<file path="src/hw/rtl/ptc_pkg.sv">
// ============================================================================
// ptc_pkg
// Types and constants shared by the compensation block modules.
// ============================================================================
package ptc_pkg;

    localparam int RAW_W     = 20;
    localparam int CALIB_W   = 48;
    localparam int CFG_IDX_W = 3;

    // Register indexes of the configuration port
    localparam logic [CFG_IDX_W-1:0] REG_TEMP_CALIB = 3'd0;
    localparam logic [CFG_IDX_W-1:0] REG_PRESS_A    = 3'd1;
    localparam logic [CFG_IDX_W-1:0] REG_PRESS_B    = 3'd2;
    localparam logic [CFG_IDX_W-1:0] REG_PRESS_C    = 3'd3;

    // Formula constants
    localparam logic [63:0] FINE_OFFSET = 64'd128000;
    localparam logic [63:0] PRESS_FULL  = 64'd1048576;
    localparam logic [63:0] PRESS_SCALE = 64'd3125;
    localparam logic [63:0] ROUND_47    = 64'h0000_8000_0000_0000;

    typedef struct packed {
        logic [RAW_W-1:0] adc_pressure;
        logic [RAW_W-1:0] raw_temperature;
    } item_t;

    typedef struct packed {
        logic [31:0] pressure_q24_8;
        logic [31:0] fine_temperature;
        logic [31:0] temperature_centi;
        logic        pressure_invalid;
    } result_t;

    typedef struct packed {
        logic [CALIB_W-1:0] press_calib_c;
        logic [CALIB_W-1:0] press_calib_b;
        logic [CALIB_W-1:0] press_calib_a;
        logic [CALIB_W-1:0] temp_calib;
    } calib_t;

    // Sign-extend a 16-bit calibration word to 64 bits
    function automatic logic [63:0] sext16(input logic [15:0] w);
        return {{48{w[15]}}, w};
    endfunction

endpackage

</file>
<file path="src/hw/rtl/ptc_fifo.sv">
// ============================================================================
// ptc_fifo
// Short item queue between the input side and the compute sequencer.
// ============================================================================
module ptc_fifo #(
    parameter int DEPTH = 2
) (
    input  logic           clk,
    input  logic           rst_n,
    input  logic           push,
    input  ptc_pkg::item_t push_data,
    output logic           full,
    input  logic           pop,
    output ptc_pkg::item_t pop_data,
    output logic           empty
);
    import ptc_pkg::*;

    localparam int PTR_W = (DEPTH > 1) ? $clog2(DEPTH) : 1;
    localparam int CNT_W = $clog2(DEPTH + 1);

    item_t             mem [DEPTH];
    logic [PTR_W-1:0]  wr_ptr_reg;
    logic [PTR_W-1:0]  rd_ptr_reg;
    logic [CNT_W-1:0]  count_reg;
    logic              do_push;
    logic              do_pop;

    assign full     = (count_reg == CNT_W'(DEPTH));
    assign empty    = (count_reg == '0);
    assign do_push  = push && !full;
    assign do_pop   = pop && !empty;
    assign pop_data = mem[rd_ptr_reg];

    // Advance pointers and occupancy
    always_ff @(posedge clk or negedge rst_n)
    begin
        if (!rst_n)
        begin
            wr_ptr_reg <= '0;
            rd_ptr_reg <= '0;
            count_reg  <= '0;
        end
        else
        begin
            if (do_push)
                wr_ptr_reg <= (wr_ptr_reg == PTR_W'(DEPTH - 1)) ? '0 : wr_ptr_reg + 1'b1;
            if (do_pop)
                rd_ptr_reg <= (rd_ptr_reg == PTR_W'(DEPTH - 1)) ? '0 : rd_ptr_reg + 1'b1;
            if (do_push && !do_pop)
                count_reg <= count_reg + 1'b1;
            else if (do_pop && !do_push)
                count_reg <= count_reg - 1'b1;
        end
    end

    // Store the item
    always_ff @(posedge clk)
    begin
        if (do_push)
            mem[wr_ptr_reg] <= push_data;
    end

endmodule

</file>
<file path="config.mk">
export PLATFORM = sky130hd
export DESIGN_NAME = ptc_fifo
export DESIGN_NICKNAME = d
export VERILOG_FILES = /design/src/hw/rtl/ptc_pkg.sv /design/src/hw/rtl/ptc_fifo.sv
export SDC_FILE = /design/constraint.sdc
export NUM_CORES = 1
export LEC_CHECK = 0
export BUFFER_PORTS_ARGS = -buffer_cell sky130_fd_sc_hd__buf_2
export CELL_PAD_IN_SITES_DETAIL_PLACEMENT = 1
export CELL_PAD_IN_SITES_GLOBAL_PLACEMENT = 2
export CORE_MARGIN = 1
export CORE_UTILIZATION = 38
export CTS_CLUSTER_SIZE = 24
export DETAILED_ROUTE_END_ITERATION = 12
export PLACE_DENSITY = 0.74
export SYNTH_ARGS = -nofsm -noshare
export SYNTH_HDL_FRONTEND = slang
export SYNTH_SLANG_ARGS = --single-unit
</file>
<file path="constraint.sdc">
create_clock -name clk -period 3.3 [get_ports clk]
set_input_delay 0.33 -clock clk [delete_from_list [all_inputs] [get_ports clk]]
set_output_delay 0.33 -clock clk [all_outputs]
set_load 0.02 [all_outputs]
</file>
======== Word level (Yosys, flattened, before mapping) ========
Memories as Yosys holds them, arrays and structs flattened.
Index checks and enable logic that the tools add are counted.
word-level totals
  bits in latches ......................... 0
  ROM bits ................................ 0
  word-level logic and storage cells ...... 25
  memories ................................ 1
  input bits .............................. 44
  register bits after elaboration ......... 4
  bits in writable memories ............... 80
  output and inout bits ................... 42
memories
  memory  depth  bits a word  rd ports  clocked after memory_dff  write ports  line            text
  mem     2      40           1         0                         1            ptc_fifo.sv:22  item_t mem [DEPTH];
operators by class
  add/sub/neg operators ................... 4
  multipliers ............................. 0
  reduce and logical (&&, ||, !) cells .... 10
  shifts and indexed selects .............. 0
  div/mod/pow operators ................... 0
  eq/ne operators ......................... 1
  magnitude comparators ................... 0
  bitwise operators ....................... 0
  muxes and demuxes ....................... 6
operators by type and width
  operator                                          number
  logical AND 1 bit                                 4
  logical NOT 1 bit                                 4
  2-to-1 mux 1 bit                                  4
  2-to-1 mux 2 bit                                  2
  adder 1 bit, second input constant                2
  adder 2 x 1 -> 2 bit, second input constant       1
  == test 2 bit, second input constant              1
  logical NOT 2 bit                                 1
  nonzero test 2 bit                                1
  subtractor 2 x 1 -> 2 bit, second input constant  1

======== Logic depth before layout (Yosys ltp) ========
Gate-level depths: netlist of run 1.
  depth in word-level cells ............... 7
  mapped depth ............................ 7
  depth with buffers taken out ............ 7

======== Least setup slack after synthesis of run 1 ========
Ideal clock, no wire load.
  kind .................................... register -> register
  from .................................... register count_reg[0]
  to ...................................... memory mem[0][0] (netlist name), enable pin
  path slack .............................. 0.529 ns
  library setup time ...................... 0.437 ns
  stages on the path, launching flop included .. 4
  data arrival time ....................... 2.334 ns
  buffers on the path ..................... 0
  cells stage by stage .................... dfrtp_1 > nand2b_1 > nand2_1 > nor2_1
between the ends
  longest elaborated chain between the ends .. 5
RTL lines
  item                                    line            text
  start, declared                         ptc_fifo.sv:25  logic [CNT_W-1:0] count_reg;
  start signal, assigned                  ptc_fifo.sv:51  count_reg <= count_reg + 1'b1;
  start signal, assigned                  ptc_fifo.sv:53  count_reg <= count_reg - 1'b1;
  == test 2 bit                           ptc_fifo.sv:29  assign full = (count_reg == CNT_W'(DEPTH));
  logical NOT 1 bit                       ptc_fifo.sv:31  assign do_push = push && !full;
  logical AND 1 bit                       ptc_fifo.sv:31
  2-to-1 mux 1 bit                        ptc_fifo.sv:60  if (do_push)
  2-to-1 mux 1 bit (implied by the code)  ptc_fifo.sv:61  mem[wr_ptr_reg] <= push_data;
  end, declared                           ptc_fifo.sv:22
No other way between the ends.

==> run_results.csv, run 1 <==
group,metric,value,unit
sta,max_slew.worst_pin.slew,984.8,ps
global_route,grt_antenna_before_repair,0,
critical_path,critPathLaunchType,"register",
sta,timing.fmax,429.7,MHz
sta,whs,178.7,ps
final_layout,largest_reg_flops,80,
clock_tree,clock_latency,340,ps
clock_tree,cts.sinks,84,
yosys,synth_cells,144,
floorplanning,dieWidth,95.01,um
global_route,grt_pass1_vias,1684,
drt,wl,5.501,mm
final_layout,final_common_cell,"buf_2",
floorplanning,core.rowCount,33,
min_path,min_to,"mem[0][2]",
critical_path,rr_worst_depth,2,
clock_tree,cts_resized,0,
drt,drtIter0Drc,56,
global_route,grt.overflow.total,0,
critical_path,cp-end-kind,"output pin",
clock_tree,tritoncts,"built",
drt,drc,0,
sta,finalCritPeriodShare,70.53,%
final_layout,diodes,0,
drt,ant_nets,0,
yosys,ys_ff_latch,84,
floorplanning,die_area,0.009026,sq mm
clock_tree,cts_max_level,3,
min_path,hold_path_depth,1,
power_and_ir_drop,power.density,918.8,mW/mm^2
floorplanning,start_util,39.60,%
global_route,grt_max_degree,41,
critical_path,crit_fanout,25,
sta,final_hold_viol_count,0,
critical_path,r2r_slack,1440,ps
clock_tree,postCtsSetupRepairBufs,0,
drt,drtPass1Iterations,3,
placed_design,dpl.hpwl,3.652,mm
clock_tree,clk_pin_slew,80,ps
sta,setup_violations,0,
placed_design,place.gp.congestion,0.6489,
min_path,hold_path.startpoint,"push_data[2]",
power_and_ir_drop,pwr-share-comb,35.3,%
outcome,status,"complete, no violations",
critical_path,crit_type,"reg -> out",
clock_tree,root_buffer,"clkbuf_8",
yosys,yosys_warnings,0,
yosys,yosysUniqueCellTypes,15,
power_and_ir_drop,p_clk_share,20.7,%
sta,drv_slew,0,
sta,fin_crit,2327,ps
critical_path,r2r-end,"mem[1][21]",
sta,tns,0,ps
power_and_ir_drop,worst_ir_drop_vdd,426.1,uV
clock_tree,clockBufferDepth,2,
yosys,ys_seq_area_share,76.13,%
clock_tree,numCtsBuffers,9,
placed_design,port_buffers,85,
drt,vias,1582,
floorplanning,ioPinCount,86,
yosys,synth.avg_cell_area,22.83,sq um
power_and_ir_drop,switching_share,32.07,%
critical_path,cp.arrival,2000,ps
power_and_ir_drop,p_sw,1.181,mW
floorplanning,core,0.008299,sq mm
power_and_ir_drop,seqPwrFrac,44.1,%
min_path,hp-class,"in -> reg",
global_route,grtUsageTotal,12.93,%
sta,rsz0062_at_grt,"no",
critical_path,crit-reg2reg-launch,"count_reg[0]",
yosys,syn_nets,189,
final_layout,syn_to_final_growth,21.93,%
power_and_ir_drop,p_leak,1.625,nW
final_layout,layout_common_cells,"buf_2 (85), edfxtp_1 (80), mux2_4 (39), clkbuf_8 (9)",
sta,slew-limit-headroom,34.35,%
final_layout,drive_gt1_share,58.85,%
power_and_ir_drop,p_int,2.501,mW
clock_tree,holdBufCountCts,1,
critical_path,required,2970,ps
run,cap_violations,0,
yosys,syn_area,0.003287,sq mm
drt,wl_per_cell,15.81,um
sta,skew,6.519,ps
floorplanning,die_h,95.01,um
final_layout,final_nets,283,
global_route,grt_pass1_wl,8.300,mm
drt,avgViaCountPerCell,4.546,
synth_stat cells:
library cell	number	area [sq um]
nand2_1	1	3.750
buf_12	4	80.08
buf_6	1	11.26
xnor2_1	3	26.28
dfrtp_1	4	100.1
o21ai_1	1	5.000
nor2_1	3	11.26
mux2_2	1	11.26
ha_1	1	12.51
and3_1	1	6.260
nand2b_1	1	6.260
mux2_4	39	585.6
inv_1	2	7.510
edfxtp_1	80	2402
xor2_1	2	17.52
metrics by stage:
step / area, sq um / total power, mW / instances / util (%) / setup slack, ps
after floorplan: 3287 / 2.672 / 144 / - / 528.6
after global placement: 3790 / 2.949 / 331 / 45.67 / 1308
after detailed placement: 3790 / 2.979 / 331 / 45.67 / 1308
after CTS: 4008 / 3.743 / 348 / 48.29 / 925.0
after global routing: 4008 / 3.869 / 348 / 48.29 / 874.4
final: 4008 / 3.682 / 348 / 48.29 / 972.7
layer usage:
| layer | vias to the layer above | routed length (um) | track usage (%) |
|---|---|---|---|
| li1 | 740 | - | - |
| met1 | 784 | 2260 | 14.53 |
| met2 | 52 | 2912 | 22.84 |
| met3 | 6 | 292 | 3.543 |
| met4 | 0 | 36 | 5.682 |
| met5 | - | 0 | 0 |
worst max-delay path, cell delays in order, from the launching register on:
cell	delay (ps)
dfrtp_2	890
buf_12	270
mux2_4	320
buf_2	160
power by group through the flow:
| stage | logic (mW) | registers [mW] | clock network [mW] |
|---|---|---|---|
| final | 1.30 | 1.62 | 0.760 |
| after global routing | 1.39 | 1.65 | 0.826 |
| after CTS | 1.33 | 1.63 | 0.783 |
| after detailed placement | 1.32 | 1.66 | 0 |
| after global placement | 1.31 | 1.64 | 0 |
| after floorplan | 1.12 | 1.55 | 0 |
worst max-delay path by stage:
stage	start	end	slack, ps	depth (start not counted)
after floorplan	count_reg[0]	mem[0][0]	530	3
after global placement	rd_ptr_reg	pop_data[36]	1310	3
after detailed placement	rd_ptr_reg	pop_data[36]	1310	3
after CTS	rd_ptr_reg	pop_data[36]	930	3
after global routing	rd_ptr_reg	pop_data[36]	870	3
final	rd_ptr_reg	pop_data[36]	970	3
kinds of logic (layout without fill, tap and decap cells):
family	after synthesis	after routing	share of synthesized area, %
xor gates and xnor gates	5	5	1.333
buffers and inverters	7	106	3.007
adders and majority gates	1	1	0.3806
muxes	40	40	18.16
AOI/OAI and AO/OA	1	1	0.1521
DFF	84	84	76.13
and+or+nand+nor	6	6	0.8376
layout make-up:
cell class              count  area [sq um]
clock buffers              11         131.4
well taps                 105         131.4
inverters                   2         7.507
multi-input cells          53         694.4
flip-flops and latches     84          2504
repair buffers             88         462.9
clock inverters             5         76.32
fillers                   803          4292
No activity file was read; power rests on OpenSTA's default activity.
==> run 2, diff against run 1 <==
--- a/config.mk
+++ b/config.mk
@@ -5,14 +5,15 @@
 export SDC_FILE = /design/constraint.sdc
 export NUM_CORES = 1
 export LEC_CHECK = 0
+export ABC_AREA = 1
 export BUFFER_PORTS_ARGS = -buffer_cell sky130_fd_sc_hd__buf_2
 export CELL_PAD_IN_SITES_DETAIL_PLACEMENT = 1
 export CELL_PAD_IN_SITES_GLOBAL_PLACEMENT = 2
 export CORE_MARGIN = 1
-export CORE_UTILIZATION = 38
+export CORE_UTILIZATION = 30
 export CTS_CLUSTER_SIZE = 24
 export DETAILED_ROUTE_END_ITERATION = 12
-export PLACE_DENSITY = 0.74
+export PLACE_DENSITY = 0.7
 export SYNTH_ARGS = -nofsm -noshare
 export SYNTH_HDL_FRONTEND = slang
 export SYNTH_SLANG_ARGS = --single-unit
==> constraint.sdc (replaced) <==
create_clock -name clk -period 1.9 [get_ports clk]
set_input_delay 0.19 -clock clk [delete_from_list [all_inputs] [get_ports clk]]
set_output_delay 0.19 -clock clk [all_outputs]
set_load 0.02 [all_outputs]
==> run 2 against run 1 <==
Effect of this change:
- setup slack worse by 790 ps
- hold slack worse by 150 ps
- routed wire length is 20% higher
- synthesized cell count is 67% higher
- combinational power is 88% higher
- non-clock buffer count is 4 higher
- flip-flop and latch count stayed put
- sequential share of layout area is 0.55 points higher
- critical path depth is 2 higher
==> run_results.csv, run 2 <==
group,metric,value,unit
outcome,status,"complete, no violations",
sta,finalCritPeriodShare,90.61,%
floorplanning,dieWidth,104.4,um
yosys,syn_area,0.003147,sq mm
yosys,ys_ff_latch,84,
yosys,synth_cells,241,
clock_tree,cts.sinks,84,
critical_path,cp_slowest_cell,"dfrtp_2",
critical_path,cp-end-kind,"output pin",
sta,setup_violations,0,
sta,timing.fmax,580.8,MHz
clock_tree,numCtsBuffers,9,
yosys,ys_seq_area_share,79.52,%
critical_path,crit_type,"reg -> out",
final_layout,fin_area,0.003973,sq mm
run,cap_violations,0,
yosys,synth-edff-count,80,
critical_path,cp.arrival,1530,ps
yosys,synth_area_leaders,"edfxtp_1 (76%), nand2_1 (15%), dfrtp_1 (3.2%), buf_4 (0.95%), buf_2 (0.80%)",
floorplanning,die_h,104.4,um
final_layout,final_common_cell,"nand2_1",
drt,drc,0,
critical_path,crit-reg2reg-launch,"count_reg[0]",
min_path,hold_path.startpoint,"push_data[36]",
final_layout,layout_common_cells,"nand2_1 (129), buf_2 (85), edfxtp_1 (80), clkbuf_8 (9), inv_1 (5)",
placed_design,dpl_cell_area,0.003779,sq mm
final_layout,drive_gt1_share,32.94,%
power_and_ir_drop,p_leak,1.717,nW
sta,slew-limit-headroom,68.31,%
yosys,synth.avg_cell_area,13.06,sq um
final_layout,multi_input_area,566.8,sq um
sta,fin_crit,1722,ps
sta,max_slew.worst_pin.slew,475.4,ps
global_route,grt_antenna_before_repair,0,
yosys,synth_ff_type,"edfxtp_1",
floorplanning,start_util,30.76,%
final_layout,final_core_util,38.83,%
final_layout,syn_to_final_growth,26.24,%
critical_path,crit_start,"rd_ptr_reg",
drt,ant_nets,0,
yosys,synth_top_area_share,76.34,%
drt,wl_per_cell,13.85,um
floorplanning,die_area,0.01090,sq mm
drt,drtPass1Iterations,4,
critical_path,crit_fanout,30,
sta,skew,6.185,ps
drt,drtIter0Drc,72,
global_route,grt.overflow.total,0,
critical_path,path_buf_inv,3,
drt,vias,1998,
power_and_ir_drop,power.density,1580,mW/mm^2
final_layout,largest_reg_flops,80,
final_layout,final_nets,380,
yosys,syn_nets,286,
drt,wl,6.594,mm
sta,rsz0062_at_grt,"no",
floorplanning,core.rowCount,37,
clock_tree,cts_max_level,3,
yosys,ys_top_cells_by_count,"nand2_1 (129), edfxtp_1 (80), inv_1 (6), buf_2 (5)",
yosys,yosys_warnings,0,
sta,tns,0,ps
final_layout,fillers,1118,
critical_path,crit_top_cell,"nand2_1",
critical_path,required,1710,ps
critical_path,path_cells,"inv_2 -> buf_12 -> nand2_1 -> nand2_1 -> buf_2",
clock_tree,clockBufferDepth,2,
placed_design,port_buffers,85,
clock_tree,clk_pin_slew,80,ps
power_and_ir_drop,worst_ir_drop_vdd,488.7,uV
global_route,grt_pass1_wl,10.65,mm
yosys,yosysUniqueCellTypes,16,
placed_design,dpl.hpwl,4.592,mm
global_route,grt_max_degree,42,
yosys,yosysTopAreaCell,"edfxtp_1",
clock_tree,clock_latency,350,ps
floorplanning,ioPinCount,86,
clock_tree,root_buffer,"clkbuf_8",
final_layout,seq_area,0.002504,sq mm
clock_tree,tritoncts,"built",
critical_path,slowest_delay,410,ps
global_route,grt_pass1_vias,2107,
critical_path,path_delay_family,"buffers and inverters",
sta,final_hold_viol_count,0,
critical_path,critPathLaunchType,"register",
sta,drv_slew,0,
global_route,grtUsageTotal,12.98,%
placed_design,place.gp.congestion,0.7179,
floorplanning,core,0.01023,sq mm
yosys,synthArstFlopShare,4.762,%
min_path,hp-class,"in -> reg",
drt,avgViaCountPerCell,4.197,
yosys,post-synth-top-count-cell,"nand2_1",
final_layout,diodes,0,
run 2: cell families after synthesis:
logic type | after synthesis | share of synthesized area, %
and+or+nand+nor | 136 | 16.78
DFF | 84 | 79.52
buffers and inverters | 17 | 2.704
AOI/OAI and AO/OA | 2 | 0.3181
xor gates and xnor gates | 1 | 0.2784
adders and majority gates | 1 | 0.3976
run 2: worst reg2reg max path, cell delays in order, from the launching register on:
cell     delay (ps)
dfrtp_1         470
nor2_2          100
nor2_4           90
nand2_1          80
inv_2           290
buf_12          200
run 2: power by group:
group          switching [mW]  internal, mW  total (mW)
logic                    1.70         0.738        2.44
registers               0.122          2.53        2.65
clock network           0.588         0.601        1.19
run 2: path summary, 6_finish.rpt:
check | end | slack, ps | cells after the start
setup reg to reg | mem[0][13] | 380 | 5
setup / recovery | pop_data[10] | 180 | 5
hold reg to reg | wr_ptr_reg | 500 | 2
hold / removal | mem[1][36] | 30 | 1
min in group asynchronous | count_reg[0] | 170 | 2
max in group asynchronous | rd_ptr_reg | 1590 | 2
run 2: layout make-up:
cell class / instances / area share (%)
flip-flops and latches: 84 / 63.02
multi-input cells: 140 / 14.27
repair buffers: 92 / 13.04
well taps: 136 / 4.283
clock buffers: 11 / 3.307
clock inverters: 5 / 1.323
inverters: 8 / 0.7559
run 2: routing by layer:
metal	GRT usage (%)	wire, um	vias up
met5	0	0	-
met4	6.122	96	0
met3	4.386	400	8
met2	19.87	3106	54
met1	16.50	2991	951
li1	-	-	985
run 2: through the flow:
stage                     hold slack, ps  std cells  setup slack (ps)  power (mW)
after CTS                          11.17        476             145.2       6.392
after floorplan                   -105.6        241             1.744       4.264
after detailed placement           4.156        459             363.7       5.194
after global placement             6.895        459             406.9       5.138
final                              27.39        476             178.4       6.275
after global routing               4.061        476             49.77       6.691
run 2: repair_timing:
action,in CTS,in global routing
hold endpoints to repair,4,0
buffers inserted,0,0
resized for setup,0,0
hold buffers,1,0
==> run 3, diff against run 2 <==
==> constraint.sdc (replaced) <==
create_clock -name clk -period 1.9 [get_ports clk]
set_input_delay 0.285 -clock clk [delete_from_list [all_inputs] [get_ports clk]]
set_output_delay 0.285 -clock clk [all_outputs]
set_load 0.02 [all_outputs]
==> run 3 against run 2 <==
Effect of this change:
- setup slack worse by 18 ps
- combinational power grew 2%
- hold slack gained 94 ps
- utilization is 0.64 points higher
==> run_results.csv, run 3 (synthesis gave the netlist of run 2 again) <==
group,metric,value,unit
outcome,status,"complete, no violations",
sta,drv_slew,0,
global_route,grtUsageTotal,12.46,%
global_route,grt_pass1_wl,10.30,mm
floorplanning,core.rowCount,37,
global_route,grt.overflow.total,0,
placed_design,port_buffers,85,
sta,finalCritPeriodShare,91.57,%
floorplanning,dieWidth,104.4,um
clock_tree,postCtsSetupRepairBufs,0,
power_and_ir_drop,p_leak,1.738,nW
final_layout,fin_cells,478,
clock_tree,cts_max_level,3,
drt,wl,6.672,mm
placed_design,place.gp.congestion,0.6868,
final_layout,syn_to_final_growth,28.31,%
placed_design,dp_cells,459,
run,cap_violations,0,
clock_tree,clock_latency,350,ps
drt,vias,2032,
sta,skew,6.677,ps
final_layout,largest_reg_flops,80,
floorplanning,start_util,30.76,%
clock_tree,numCtsBuffers,9,
floorplanning,die_h,104.4,um
sta,setup_violations,0,
critical_path,required,1620,ps
placed_design,dpl.hpwl,4.356,mm
power_and_ir_drop,worst_ir_drop_vdd,478.2,uV
floorplanning,die_area,0.01090,sq mm
floorplanning,ioPinCount,86,
clock_tree,clockBufferDepth,2,
global_route,grt_pass1_vias,2092,
min_path,hp-class,"in -> reg",
critical_path,crit_type,"reg -> out",
power_and_ir_drop,power,6.537,mW
drt,ant_nets,0,
clock_tree,root_buffer,"clkbuf_8",
drt,wl_per_cell,13.96,um
global_route,grt_antenna_before_repair,1,
final_layout,drive_gt1_share,33.14,%
critical_path,cp-end-kind,"output pin",
final_layout,final_common_cell,"nand2_1",
sta,final_hold_viol_count,0,
floorplanning,core,0.01023,sq mm
drt,drtPass1Iterations,4,
power_and_ir_drop,power.density,1619,mW/mm^2
sta,slew-limit-headroom,78.92,%
critical_path,cp.arrival,1450,ps
clock_tree,clk_pin_slew,90,ps
sta,rsz0062_at_grt,"no",
critical_path,critPathLaunchType,"register",
sta,fin_crit,1740,ps
clock_tree,cts.sinks,84,
drt,drtIter0Drc,64,
sta,max_slew.worst_pin.slew,314.1,ps
sta,timing.fmax,574.8,MHz
clock_tree,tritoncts,"built",
critical_path,crit_fanout,17,
final_layout,final_nets,381,
sta,whs,121.7,ps
sta,tns,0,ps
global_route,grt_max_degree,41,
final_layout,layout_common_cells,"nand2_1 (129), buf_2 (85), edfxtp_1 (80), clkbuf_8 (9), inv_1 (5)",
drt,drc,0,
drt,avgViaCountPerCell,4.251,
final_layout,final_core_util,39.46,%
-- run 3: layout make-up --
type | count | area (sq um)
inverters | 8 | 32.53
clock inverters | 6 | 87.58
well taps | 136 | 170.2
fillers | 1123 | 6193
clock buffers | 10 | 127.6
multi-input cells | 140 | 566.8
repair buffers | 93 | 546.8
diodes | 1 | 2.502
flip-flops and latches | 84 | 2504
-- run 3: critical path: stages (launching register included) --
cell and delay [ps]:
dfrtp_2 470, inv_4 150, buf_12 170, nand2_1 60, nand2_1 90, buf_2 170
-- run 3: path summary, 6_finish.rpt --
check	start	to	depth (start not counted)	slack, ps
worst max-delay path	rd_ptr_reg	pop_data[2]	5	160
min in group asynchronous	rst_n	count_reg[0]	2	260
worst min-delay path	push_data[23]	mem[0][23]	1	120
worst min register to register	wr_ptr_reg	wr_ptr_reg	2	500
worst max register to register	count_reg[0]	count_reg[1]	7	480
max in group asynchronous	rst_n	rd_ptr_reg	2	1500
-- run 3: timing repair --
action                     CTS  global route
hold buffers                 1             0
hold endpoints to repair     4             0
setup endpoints to repair    0             1
resized for setup            0             2
-- run 3: metrics by stage --
step	instance area (sq um)	setup slack, ps
2_1_floorplan	3154	1.744
3_3_place_gp	3779	498.4
3_5_place_dp	3779	463.7
4_1_cts	4004	65.46
5_1_grt	4035	56.03
6_report	4038	160.1
-- run 3: power breakdown --
| group | total [mW] | internal [mW] | switching, mW |
|---|---|---|---|
| clock | 1.37 | 0.741 | 0.630 |
| combinational | 2.50 | 0.798 | 1.70 |
| sequential | 2.67 | 2.52 | 0.143 |
-- run 3: routing by layer --
| metal | vias up | track usage, % | wire, um |
|---|---|---|---|
| met5 | - | 0 | 0 |
| met4 | 0 | 4.592 | 105 |
| met3 | 9 | 4.135 | 370 |
| met2 | 53 | 19.96 | 3133 |
| met1 | 979 | 15.64 | 3062 |
| li1 | 991 | - | - |
